## config.mk

```make
export PLATFORM = sky130hd
export DESIGN_NAME = multichannel_averaging_sensor_table_top
export DESIGN_NICKNAME = d
export VERILOG_FILES = /design/src/rtl/core/msat_pkg.sv /design/src/rtl/core/multichannel_averaging_sensor_table_top.sv
export SDC_FILE = /design/constraint.sdc
export NUM_CORES = 1
export LEC_CHECK = 0
export ABC_AREA = 0
export BUFFER_PORTS_ARGS = -buffer_cell sky130_fd_sc_hd__buf_2
export CORE_ASPECT_RATIO = 1.4
export CORE_MARGIN = 4
export CORE_UTILIZATION = 62
export CTS_CLUSTER_DIAMETER = 100
export DETAILED_ROUTE_END_ITERATION = 10
export HOLD_SLACK_MARGIN = 0.03
export PLACE_DENSITY = 0.81
export SYNTH_ARGS = -nofsm -noshare
export SYNTH_HDL_FRONTEND = slang
export SYNTH_SLANG_ARGS = --single-unit
```

## constraint.sdc

```tcl
create_clock -name i_clk -period 9.8 [get_ports i_clk]
set_input_delay 0.49 -clock i_clk [delete_from_list [all_inputs] [get_ports i_clk]]
set_output_delay 0.49 -clock i_clk [all_outputs]
set_load 0.01 [all_outputs]
```

## src/rtl/core/msat_pkg.sv

```systemverilog
// msat_pkg: shared types, constants and the unit scale table for the
// multichannel averaging sensor table; depends on nothing else
`default_nettype none

package msat_pkg;

    localparam int NUM_CHANNELS = 8;
    localparam int CH_W         = 3;
    localparam int SAMPLE_W     = 32;
    localparam int LEN_W        = 5;
    localparam int UNIT_W       = 2;
    localparam int STATUS_W     = 2;
    localparam int SCALE_W      = 21;   // largest factor is 1.0 in Q1.20
    localparam int SUM_W        = 36;   // 31 * (2^31 - 1) + 2^31 fits
    localparam int CNT_W        = 6;
    localparam int CFG_IDX_W    = 2;
    localparam int CFG_DATA_W   = 8;

    // command codes
    localparam logic CMD_UPDATE = 1'b0;
    localparam logic CMD_READ   = 1'b1;

    // status codes
    localparam logic [STATUS_W-1:0] ST_OK       = 2'd0;
    localparam logic [STATUS_W-1:0] ST_NO_VALUE = 2'd1;
    localparam logic [STATUS_W-1:0] ST_ABSENT   = 2'd2;

    // register indexes
    localparam logic [CFG_IDX_W-1:0] CFG_IN_USE = 2'd0;
    localparam logic [CFG_IDX_W-1:0] CFG_ENABLE = 2'd1;
    localparam logic [CFG_IDX_W-1:0] CFG_LENGTH = 2'd2;

    // unit codes
    localparam logic [UNIT_W-1:0] UNIT_BASE   = 2'd0;
    localparam logic [UNIT_W-1:0] UNIT_CENTI  = 2'd1;
    localparam logic [UNIT_W-1:0] UNIT_TORR   = 2'd2;

    typedef struct packed {
        logic                       cmd;
        logic [CH_W-1:0]            channel;
        logic signed [SAMPLE_W-1:0] sample;
        logic [UNIT_W-1:0]          unit;
    } t_in;

    typedef struct packed {
        logic [SAMPLE_W-1:0] value;
        logic [STATUS_W-1:0] status;
    } t_out;

    // rounded q1.20 unit factors; the spare code behaves as the base unit
    function automatic logic [SCALE_W-1:0] unit_scale(input logic [UNIT_W-1:0] unit);
        logic [SCALE_W-1:0] scale;
        unique case (unit)
            UNIT_CENTI: scale = 21'd10486;
            UNIT_TORR:  scale = 21'd7865;
            default:    scale = 21'd1048576;
        endcase
        return scale;
    endfunction

endpackage

`default_nettype wire

```

## src/rtl/core/multichannel_averaging_sensor_table_top.sv

```systemverilog
// multichannel averaging sensor table: per-channel moving average filter
// with bit-serial multiply and divide; depends on msat_pkg
// update with averaging: 5 multiply steps, 1 add, 36 divide steps; no new request is taken until it ends
// read of a valid channel: 21 multiply steps, then the result waits in S_WAIT for the output register
// read with a bad status: no multiply steps, straight to S_WAIT; other updates are done at acceptance
// synchronous active-low reset: all channels invalid, in-use 0, enable 0, length 3
`default_nettype none

module multichannel_averaging_sensor_table_top (
    input  wire                               i_clk,
    input  wire                               i_rst_n,
    // request channel
    input  wire                               i_in_valid,
    output logic                              o_in_ready,
    input  msat_pkg::t_in                     i_in,
    // result channel
    output logic                              o_out_valid,
    input  wire                               i_out_ready,
    output msat_pkg::t_out                    o_out,
    // register write channel
    input  wire                               i_cfg_valid,
    output logic                              o_cfg_ready,
    input  wire [msat_pkg::CFG_IDX_W-1:0]     i_cfg_index,
    input  wire [msat_pkg::CFG_DATA_W-1:0]    i_cfg_data
);
    import msat_pkg::*;

    // sequencer states
    localparam logic [2:0] S_IDLE = 3'd0;   // waiting for a request
    localparam logic [2:0] S_MUL  = 3'd1;   // (k-1) * old, one bit of k-1 a cycle
    localparam logic [2:0] S_ADD  = 3'd2;   // add the new sample
    localparam logic [2:0] S_DIV  = 3'd3;   // restoring divide, one quotient bit a cycle
    localparam logic [2:0] S_RMUL = 3'd4;   // value * unit factor, one factor bit a cycle
    localparam logic [2:0] S_WAIT = 3'd5;   // hand the read result to the output register

    // configuration registers
    logic [3:0]              r_cfg_in_use;
    logic [NUM_CHANNELS-1:0] r_cfg_enable;
    logic [LEN_W-1:0]        r_cfg_len;

    // channel store: values are only looked at while their valid bit is set
    logic [SAMPLE_W-1:0]     r_fv [NUM_CHANNELS];
    logic [NUM_CHANNELS-1:0] r_valid;

    // sequencer and datapath
    logic [2:0]              r_state;
    logic [CNT_W-1:0]        r_cnt;
    logic [CH_W-1:0]         r_ch;
    logic [SAMPLE_W-1:0]     r_sample;
    logic [SAMPLE_W-1:0]     r_mcand;   // stored value of the addressed channel
    logic [SUM_W-1:0]        r_acc;     // weighted sum, then quotient shift register
    logic [LEN_W-1:0]        r_rem;     // divide remainder, always below k
    logic [SAMPLE_W-1:0]     r_phi;     // upper product half
    logic [SCALE_W-1:0]      r_mlo;     // factor bits, replaced by low product bits
    logic [STATUS_W-1:0]     r_status;

    // output register
    logic                    r_out_valid;
    t_out                    r_out;

    logic                    in_fire;
    logic                    present;
    logic                    enabled;
    logic                    positive;
    logic [LEN_W-1:0]        km1;
    logic [LEN_W:0]          div_try;
    logic                    div_ge;
    logic [LEN_W:0]          div_rem;
    logic [SUM_W-1:0]        div_shift;
    logic [SAMPLE_W:0]       mul_sum;
    logic                    out_load;
    logic                    wr_en;
    logic [SAMPLE_W-1:0]     wr_data;

    assign o_in_ready  = (r_state == S_IDLE);
    assign o_cfg_ready = 1'b1;
    assign in_fire     = i_in_valid && o_in_ready;

    // channel must lie below the in-use count and the table depth
    assign present  = ({1'b0, i_in.channel} < r_cfg_in_use) &&
                      (int'(i_in.channel) < NUM_CHANNELS);
    assign enabled  = r_cfg_enable[i_in.channel];
    assign positive = !i_in.sample[SAMPLE_W-1] && (|i_in.sample);
    assign km1      = r_cfg_len - LEN_W'(1);

    // one restoring divide step: bring down the next sum bit
    assign div_try   = {r_rem, r_acc[SUM_W-1]};
    assign div_ge    = (div_try >= {1'b0, r_cfg_len});
    assign div_rem   = div_ge ? (div_try - {1'b0, r_cfg_len}) : div_try;
    assign div_shift = {r_acc[SUM_W-2:0], div_ge};

    // one shift-add step of the unit scaling, lsb of the factor first
    assign mul_sum = {1'b0, r_phi} + (r_mlo[0] ? {1'b0, r_mcand} : '0);

    // a finished read moves on once the output register is free or being drained
    assign out_load = (r_state == S_WAIT) && (!r_out_valid || i_out_ready);

    // store writes: direct loads at acceptance, quotient at the last divide step
    always_comb begin
        wr_en   = 1'b0;
        wr_data = i_in.sample;
        if (in_fire && i_in.cmd == CMD_UPDATE && present && enabled && positive &&
            (!r_valid[i_in.channel] || r_cfg_len <= LEN_W'(1))) begin
            wr_en = 1'b1;
        end else if (r_state == S_DIV && r_cnt == '0) begin
            wr_en   = 1'b1;
            wr_data = div_shift[SAMPLE_W-1:0];
        end
    end

    always_ff @(posedge i_clk) begin
        if (wr_en) begin
            r_fv[(r_state == S_IDLE) ? i_in.channel : r_ch] <= wr_data;
        end
    end

    // configuration writes; indexes beyond the list are dropped
    always_ff @(posedge i_clk) begin
        if (!i_rst_n) begin
            r_cfg_in_use <= '0;
            r_cfg_enable <= '0;
            r_cfg_len    <= LEN_W'(3);
        end else if (i_cfg_valid) begin
            unique case (i_cfg_index)
                CFG_IN_USE: r_cfg_in_use <= i_cfg_data[3:0];
                CFG_ENABLE: r_cfg_enable <= i_cfg_data[NUM_CHANNELS-1:0];
                CFG_LENGTH: r_cfg_len    <= i_cfg_data[LEN_W-1:0];
                default: ;
            endcase
        end
    end

    // sequencer control
    always_ff @(posedge i_clk) begin
        if (!i_rst_n) begin
            r_state <= S_IDLE;
            r_valid <= '0;
        end else begin
            unique case (r_state)
                S_IDLE: begin
                    if (in_fire) begin
                        if (i_in.cmd == CMD_READ) begin
                            // good reads scale, others report straight away
                            if (present && r_valid[i_in.channel]) begin
                                r_state <= S_RMUL;
                            end else begin
                                r_state <= S_WAIT;
                            end
                        end else if (present && enabled) begin
                            if (!positive) begin
                                r_valid[i_in.channel] <= 1'b0;
                            end else if (!r_valid[i_in.channel] ||
                                         r_cfg_len <= LEN_W'(1)) begin
                                r_valid[i_in.channel] <= 1'b1;
                            end else begin
                                r_state <= S_MUL;
                            end
                        end
                    end
                end
                S_MUL: begin
                    if (r_cnt == '0) begin
                        r_state <= S_ADD;
                    end
                end
                S_ADD: begin
                    r_state <= S_DIV;
                end
                S_DIV: begin
                    if (r_cnt == '0) begin
                        r_state <= S_IDLE;
                    end
                end
                S_RMUL: begin
                    if (r_cnt == '0) begin
                        r_state <= S_WAIT;
                    end
                end
                S_WAIT: begin
                    if (out_load) begin
                        r_state <= S_IDLE;
                    end
                end
                default: begin
                    r_state <= S_IDLE;
                end
            endcase
        end
    end

    // datapath registers
    always_ff @(posedge i_clk) begin
        unique case (r_state)
            S_IDLE: begin
                r_ch     <= i_in.channel;
                r_sample <= i_in.sample;
                r_mcand  <= r_fv[i_in.channel];
                r_acc    <= '0;
                r_rem    <= '0;
                r_phi    <= '0;
                if (i_in.cmd == CMD_READ) begin
                    r_cnt <= CNT_W'(SCALE_W - 1);
                end else begin
                    r_cnt <= CNT_W'(LEN_W - 1);
                end
                // a failed read keeps a zero product so the value reads zero
                if (!present) begin
                    r_status <= ST_ABSENT;
                    r_mlo    <= '0;
                end else if (!r_valid[i_in.channel]) begin
                    r_status <= ST_NO_VALUE;
                    r_mlo    <= '0;
                end else begin
                    r_status <= ST_OK;
                    r_mlo    <= unit_scale(i_in.unit);
                end
            end
            S_MUL: begin
                // msb of k-1 first
                r_acc <= {r_acc[SUM_W-2:0], 1'b0} +
                         (km1[r_cnt[2:0]] ? {{(SUM_W-SAMPLE_W){1'b0}}, r_mcand} : '0);
                r_cnt <= r_cnt - CNT_W'(1);
            end
            S_ADD: begin
                r_acc <= r_acc + {{(SUM_W-SAMPLE_W){1'b0}}, r_sample};
                r_cnt <= CNT_W'(SUM_W - 1);
            end
            S_DIV: begin
                r_acc <= div_shift;
                r_rem <= div_rem[LEN_W-1:0];
                r_cnt <= r_cnt - CNT_W'(1);
            end
            S_RMUL: begin
                r_phi <= mul_sum[SAMPLE_W:1];
                r_mlo <= {mul_sum[0], r_mlo[SCALE_W-1:1]};
                r_cnt <= r_cnt - CNT_W'(1);
            end
            S_WAIT: ;
            default: ;
        endcase
    end

    // output register: full product is {r_phi, r_mlo}, value is it shifted by 20
    always_ff @(posedge i_clk) begin
        if (!i_rst_n) begin
            r_out_valid <= 1'b0;
        end else if (out_load) begin
            r_out_valid <= 1'b1;
        end else if (i_out_ready) begin
            r_out_valid <= 1'b0;
        end
    end

    always_ff @(posedge i_clk) begin
        if (out_load) begin
            r_out.value  <= {r_phi[SAMPLE_W-2:0], r_mlo[SCALE_W-1]};
            r_out.status <= r_status;
        end
    end

    assign o_out_valid = r_out_valid;
    assign o_out       = r_out;

    // remainder stays below the divisor throughout the divide
    a_rem_below_k: assert property (@(posedge i_clk) disable iff (!i_rst_n)
        (r_state == S_DIV) |-> (r_rem < r_cfg_len))
        else $error("divide remainder not below filter length");

    // a result with a bad status carries a zero value
    a_bad_status_zero: assert property (@(posedge i_clk) disable iff (!i_rst_n)
        (o_out_valid && o_out.status != ST_OK) |-> (o_out.value == '0))
        else $error("non-ok result with non-zero value");

    // an accepted update never makes a result appear
    a_update_silent: assert property (@(posedge i_clk) disable iff (!i_rst_n)
        (in_fire && i_in.cmd == CMD_UPDATE) |=> !(r_state == S_WAIT))
        else $error("update reached the result stage");

    // a finished read lands in the output register
    a_wait_loads: assert property (@(posedge i_clk) disable iff (!i_rst_n)
        out_load |=> (o_out_valid && r_state == S_IDLE))
        else $error("read result not loaded");

endmodule

`default_nettype wire
```

* Yosys cells after proc, flatten, opt, wreduce, memory -nomap -nowiden
Memories as Yosys holds them, arrays and structs flattened. A register that Yosys moved wholly into a read port is not among the register bits.
Index checks and enable logic that the tools add are counted.
Widths: inputs -> output; s select.
** Storage, ports and cells
- Bits in registers :: 200
- Memory bits (writable) :: 256
- Input bits :: 53
- Output and inout port bits :: 37
- Word-level logic and storage cells :: 126
- Memories kept :: 1
** Cells by class
- $add $sub $neg :: 6
- $lt $le $gt $ge :: 6
- Equality and inequality tests :: 18
- Mux-type cells :: 43
- Bitwise logic cells :: 4
- Reduce and logical (&&, ||, !) cells :: 32
** Memory list
- r_fv :: depth 8, bits a word 32, read ports 1, clocked after Yosys merged registers in 1, write ports 1, line multichannel_averaging_sensor_table_top.sv:42 : logic [SAMPLE_W-1:0] r_fv [NUM_CHANNELS];
** Operators with widths (number)
- $pmux 36 s4 :: 1
- $mux 32 :: 4
- $pmux 21 s2 :: 2
- $add 36x32->36 :: 2
- $pmux 32 s2 :: 1
- $mux 21 :: 2
- $add 32x32->33 :: 1
- $reduce_or 32->1 :: 1
- $mux 3 :: 10
- $pmux 3 s6 :: 1
- $pmux 6 s3 :: 1
- $mux 8 :: 2
- $logic_and 1x1->1 :: 12
- $mux 1 :: 12
- $mux 5 :: 2
- $pmux 5 s2 :: 1
- $bmux 1 s3 :: 3
- $and 8x8->8 :: 1
- $lt 3x4->1 const B :: 2
- $not 8->8 :: 1
- $or 8x8->8 :: 1
- $reduce_and 8->1 :: 1
- $eq 3x2->1 const B :: 2
- $eq 3x3->1 const B :: 2
- 27 further kinds :: 41

* Logic depth before layout (Yosys ltp)
- Word-level depth :: 10
- Mapped depth :: 20
- Gate-level depth less buffers :: 19

* Worst setup path after synthesis
OpenSTA, ideal clock, no wires.
- Path kind :: reg-to-reg
- Start :: register r_state[0]
- End :: memory r_fv[5][0], enable pin
- Setup time :: 461 ps
- Arrival :: 6682 ps
- Data required time :: 9339 ps
- Slack :: 2657 ps
- Stages on the path, launching flop included :: 7
- Buffers on the path :: 1
- Clock period less this slack :: 7143 ps
- Cells stage by stage :: dfxtp_1 clkbuf_1 nor3_2 nand4b_1 nor3_2 o21bai_1 nor3_1
** On the way
- Longest elaborated chain between the ends :: 10
- Elaborated cells on any way between the ends :: 14
- Those cells by class :: eq/ne: 1; mux: 5; reduce/logical: 8
** Ends and longest elaborated chain
- start: declaration :: line multichannel_averaging_sensor_table_top.sv:46 : logic [2:0] r_state;
- start signal: assignment :: line multichannel_averaging_sensor_table_top.sv:136 : r_state <= S_IDLE;
- start signal: assignment :: line multichannel_averaging_sensor_table_top.sv:145 : r_state <= S_RMUL;
- start signal: assignment :: line multichannel_averaging_sensor_table_top.sv:147 : r_state <= S_WAIT;
- $logic_not 3->1 * :: line multichannel_averaging_sensor_table_top.sv:75 : assign o_in_ready = (r_state == S_IDLE);
- net o_in_ready :: line multichannel_averaging_sensor_table_top.sv:14 : output logic o_in_ready,
- $logic_and 1x1->1 :: line multichannel_averaging_sensor_table_top.sv:77 : assign in_fire = i_in_valid && o_in_ready;
- $logic_and 1x1->1 (5 in series) :: line multichannel_averaging_sensor_table_top.sv:102 : if (in_fire && i_in.cmd == CMD_UPDATE && present && enabled && positive &&
- $mux 1 :: line multichannel_averaging_sensor_table_top.sv:102
- $mux 1 :: line multichannel_averaging_sensor_table_top.sv:112 : if (wr_en) begin
- $mux 1 :: line multichannel_averaging_sensor_table_top.sv:113 : r_fv[(r_state == S_IDLE) ? i_in.channel : r_ch] <= wr_data;
- end: declaration :: line multichannel_averaging_sensor_table_top.sv:42
Mark *: on every way through the listed nets, which the timed path passes. The rest lies on a longest branch.

* Worst setup path in the final report
- Start :: register r_cnt[0]
- End :: register r_acc[30], data pin
** On the way
- Longest elaborated chain between the ends :: 5
** Ends and longest elaborated chain
- start: declaration :: line multichannel_averaging_sensor_table_top.sv:47 : logic [CNT_W-1:0] r_cnt;
- start signal: assignment :: line multichannel_averaging_sensor_table_top.sv:202 : r_cnt <= CNT_W'(SCALE_W - 1);
- start signal: assignment :: line multichannel_averaging_sensor_table_top.sv:204 : r_cnt <= CNT_W'(LEN_W - 1);
- start signal: assignment :: line multichannel_averaging_sensor_table_top.sv:222 : r_cnt <= r_cnt - CNT_W'(1);
- $bmux 1 s3 :: line multichannel_averaging_sensor_table_top.sv:221 : (km1[r_cnt[2:0]] ? {{(SUM_W-SAMPLE_W){1'b0}}, r_mcand} : '0);
- $mux 1 (not written as such) :: line multichannel_averaging_sensor_table_top.sv:221
- $mux 32 :: line multichannel_averaging_sensor_table_top.sv:221
- $add 36x32->36 :: line multichannel_averaging_sensor_table_top.sv:220 : r_acc <= {r_acc[SUM_W-2:0], 1'b0} +
- $pmux 36 s4 :: line multichannel_averaging_sensor_table_top.sv:193 : unique case (r_state)
- end signal: assignment :: line multichannel_averaging_sensor_table_top.sv:220
- end signal: assignment :: line multichannel_averaging_sensor_table_top.sv:225 : r_acc <= r_acc + {{(SUM_W-SAMPLE_W){1'b0}}, r_sample};
- end signal: assignment :: line multichannel_averaging_sensor_table_top.sv:229 : r_acc <= div_shift;
- end: declaration :: line multichannel_averaging_sensor_table_top.sv:51 : logic [SUM_W-1:0] r_acc;
No other way between the ends. The select of a mux whose other input is x is not followed.
A chain may end at the register's enable or synchronous reset.

==> results.cfg <==
[worst_setup_path]
cp-start-kind = flip-flop
worstSetupEndpointType = flip-flop
crit_fanout = 32
critPathMaxStageDelay_ns = 0.56
path_cells = inv_1 -> mux2_2 -> a211oi_1 -> o21ai_0 -> a21oi_1 -> buf_4 -> and2_1 -> ha_1 -> a2111oi_0 -> a21o_1 -> nor4_4 -> a211oi_2 -> o31a_1 -> nor2_1 -> a21oi_1 -> xor2_1 -> o221ai_1
worstPathRequired_ns = 10.09
worstSetupPathType = flip-flop to flip-flop
critPathArrivalTime_ns = 5.09
cpMostUsedCell = a21oi_1
cp_slowest_cell = a2111oi_0

[timing]
finClkSkew_ns = 0.0300
worst_pin_slew_ns = 1.09
setup-tns-final_ns = 0
setup_viol = 0
period_share_pct = 48.9
grt_setup_unrepaired = false
slew_headroom_pct = 26.8
final_max_slew_viol_count = 0
fmax_mhz = 209
fin_crit_ns = 4.79
finalHoldViolations = 0

[power_and_ir_drop]
p_clk_share_pct = 26.3
p_switching_mw = 2.25
p_seq_share_pct = 43.4
leakage_nw = 10.0
ir_worst_vdd_uv = 190
p_comb_share_pct = 30.3
p_int_mw = 4.40
power_mw = 6.66
p_per_area_nw_per_um2 = 251
p_sw_share_pct = 33.9

[detailed_routing]
wl_per_cell_um = 21.6
drt_iter0_drc = 1849
dr.pass1.iters = 8
wl_um = 57200
vias_per_cell = 6.30
drc = 0
dr_total_vias = 16700
detail-route-antenna-nets = 0

[global_route]
grt_max_degree = 63
antenna_found_initial = 1
first_global_vias = 16300
grt.busiest_layer = met2
grt_usage_pct = 26.7
met2_usage_pct = 46.4
grt_pass1_wl_um = 88700
grt_overflow = 0
use_met3_pct = 4.29
grtUsageMet1_pct = 34.6

[placement]
dp_hpwl_um = 39200
gp_congestion = 0.901
placed_area_um2 = 25000
port_buffers = 88
dp_cells = 2568

[final_layout]
fin_cells = 2650
antenna_cells = 0
drive_gt1_share_pct = 10.7
final_nets = 2256
syn_to_final_growth_pct = 10.5
stdcell_area_um2 = 26500

[die]
fp.dieW_um = 174
num_io_pins = 90
rows = 85
die-area_um2 = 41900
core_area_um2 = 38400
chipHeight_um = 241
initial_core_util_pct = 62.5

[yosys]
synth-compound-area-share_pct = 15.1
ys_types = 76
synthSimpleGateAreaFrac_pct = 12.7
synth_edf_count = 456
synth_top_family_by_area = compound AO/OA/AOI/OAI gates
ys_ff_latch = 488
synthAdderAreaFrac_pct = 5.92
synth_mux_area_share_pct = 1.19
synth_flop_cell = edfxtp_1
yosysSeqAreaShare_pct = 59.8
async_reset_ff_share_pct = 0
yosysWarnings = 0
synthXorXnorAreaFrac_pct = 3.21
synth_nets = 2182
syn_avg_cell_area_um2 = 11.9
synth_area_um2 = 24000
netlist_instances = 2018

[clock_network]
clockBufferDepth = 3
hold_buffers = 0
cts_made_buffers = 44
root_buffer = clkbuf_16
cts_setup_buffers = 0
clk_pin_slew_ns = 0.06
cts_tree = done
clock_sinks = 488
cts_resized = 0
clk_latency_ns = 0.57
cts-htree-levels = 2

[run]
drv_cap = 0

[status]
status = complete, no violations

[min_path]
min_path_type = input port to flip-flop
## critical path, delay by kind of cell (launching register included)
family	cells	cell delay [ns]
AND/OR/NAND/NOR	3	0.35
buffers and inverters	2	0.50
adder cells (fa/ha/maj)	1	0.26
XOR/XNOR	1	0.16
flip-flops	1	0.50
AO/OA/AOI/OAI	9	2.39
multiplexers	1	0.35
## through the flow
| step | hold WS [ns] | setup slack (ns) | util, % |
|---|---|---|---|
| 5_1_grt | 0.121 | 4.58 | 69.0 |
| 3_3_place_gp | 0.404 | 5.19 | 65.2 |
| 4_1_cts | 0.107 | 5.06 | 69.0 |
| 2_1_floorplan | 0.400 | 2.66 | - |
| 6_report | 0.128 | 5.01 | 69.0 |
| 3_5_place_dp | 0.416 | 5.07 | 65.2 |
## layout make-up
cell class	instances	area, µm²
repair buffers	116	651
clock buffers	49	1120
inverters	44	165
flip-flops and latches	488	14300
multi-input cells	1398	9220
well taps	522	653
fillers	2747	11900
clock inverters	33	359
## synth_stat cells (6+ instances only)
cell type	number	area share (%)
edfxtp_1	456	57
nand2_1	221	3.5
a22oi_1	137	4.3
nor2_1	127	2.0
a21oi_1	119	2.5
ha_1	107	5.6
o21ai_0	84	1.8
clkbuf_1	83	1.3
and2_1	71	1.9
a21o_1	52	1.6
nand4_1	49	1.3
xnor2_1	44	1.6
xor2_1	44	1.6
inv_1	43	0.67
dfxtp_1	32	2.7
nor2b_1	32	0.83
nor3_1	27	0.56
o22ai_1	24	0.63
mux2i_1	23	0.96
nand2b_1	22	0.57
a211oi_1	19	0.59
nand3_1	16	0.33
and3_1	15	0.39
o21bai_1	14	0.44
a21boi_0	13	0.41
a31oi_1	12	0.31
nor4_1	12	0.31
o31ai_1	10	0.31
o211ai_1	9	0.28
nand3b_1	6	0.19
o21a_1	6	0.19
## sequential cells by signal (all words and copies together) (netlist names), 4 cells and up, named ones only
signal        flops
r_mcand          32
r_cfg_enable      8
r_rem             5
r_phi            32
r_cfg_in_use      4
r_cnt             6
o_out            34
r_acc            36
r_fv            256
r_sample         32
r_mlo            21
r_cfg_len         5
## placed cells by master, fill, tap and decap left out, types with 49 or more instances in the layout
| cell type | instances |
|---|---|
| o21ai_0 | 84 |
| buf_2 | 88 |
| a21oi_1 | 119 |
| ha_1 | 107 |
| nor2_1 | 116 |
| a22oi_1 | 137 |
| edfxtp_1 | 456 |
| nand4_1 | 49 |
| nand2_1 | 221 |
| and2_1 | 69 |
| a21o_1 | 52 |
## power groups by stage
stage | registers [mW] | logic (mW) | clock network (mW)
6_report | 2.89 | 2.02 | 1.75
5_1_grt | 2.92 | 2.23 | 1.86
4_1_cts | 2.88 | 1.99 | 1.77
3_5_place_dp | 2.92 | 1.98 | 0
3_3_place_gp | 2.91 | 1.93 | 0
2_1_floorplan | 2.80 | 1.55 | 0
## path summary, 6_finish.rpt
path | from | slack [ns] | end | cells past startpoint
worst max register to register | r_cnt[0] | 5.01 | r_acc[30] | 17
worst min register to register | r_status[0] | 0.44 | o_out[0] | 0
worst min-delay path | i_in[7] | 0.13 | r_sample[5] | 1
worst max-delay path | r_cnt[0] | 5.01 | r_acc[30] | 17
## cell families after synthesis
| family | count (synthesis) |
|---|---|
| DFF | 488 |
| xor gates and xnor gates | 88 |
| buffers and inverters | 132 |
| and+or+nand+nor | 624 |
| adders and majority gates | 111 |
| AOI/OAI and AO/OA | 546 |
| other | 1 |
| muxes | 28 |
## layer usage
layer / part of all wire, % / wire, µm / up-vias
met5: 0 / 0 / -
met4: 3.4 / 1960 / 0
met3: 8.0 / 4590 / 134
met2: 49 / 28300 / 776
met1: 39 / 22400 / 7977
li1: - / - / 7808
Power figures use the tool's default switching activity.
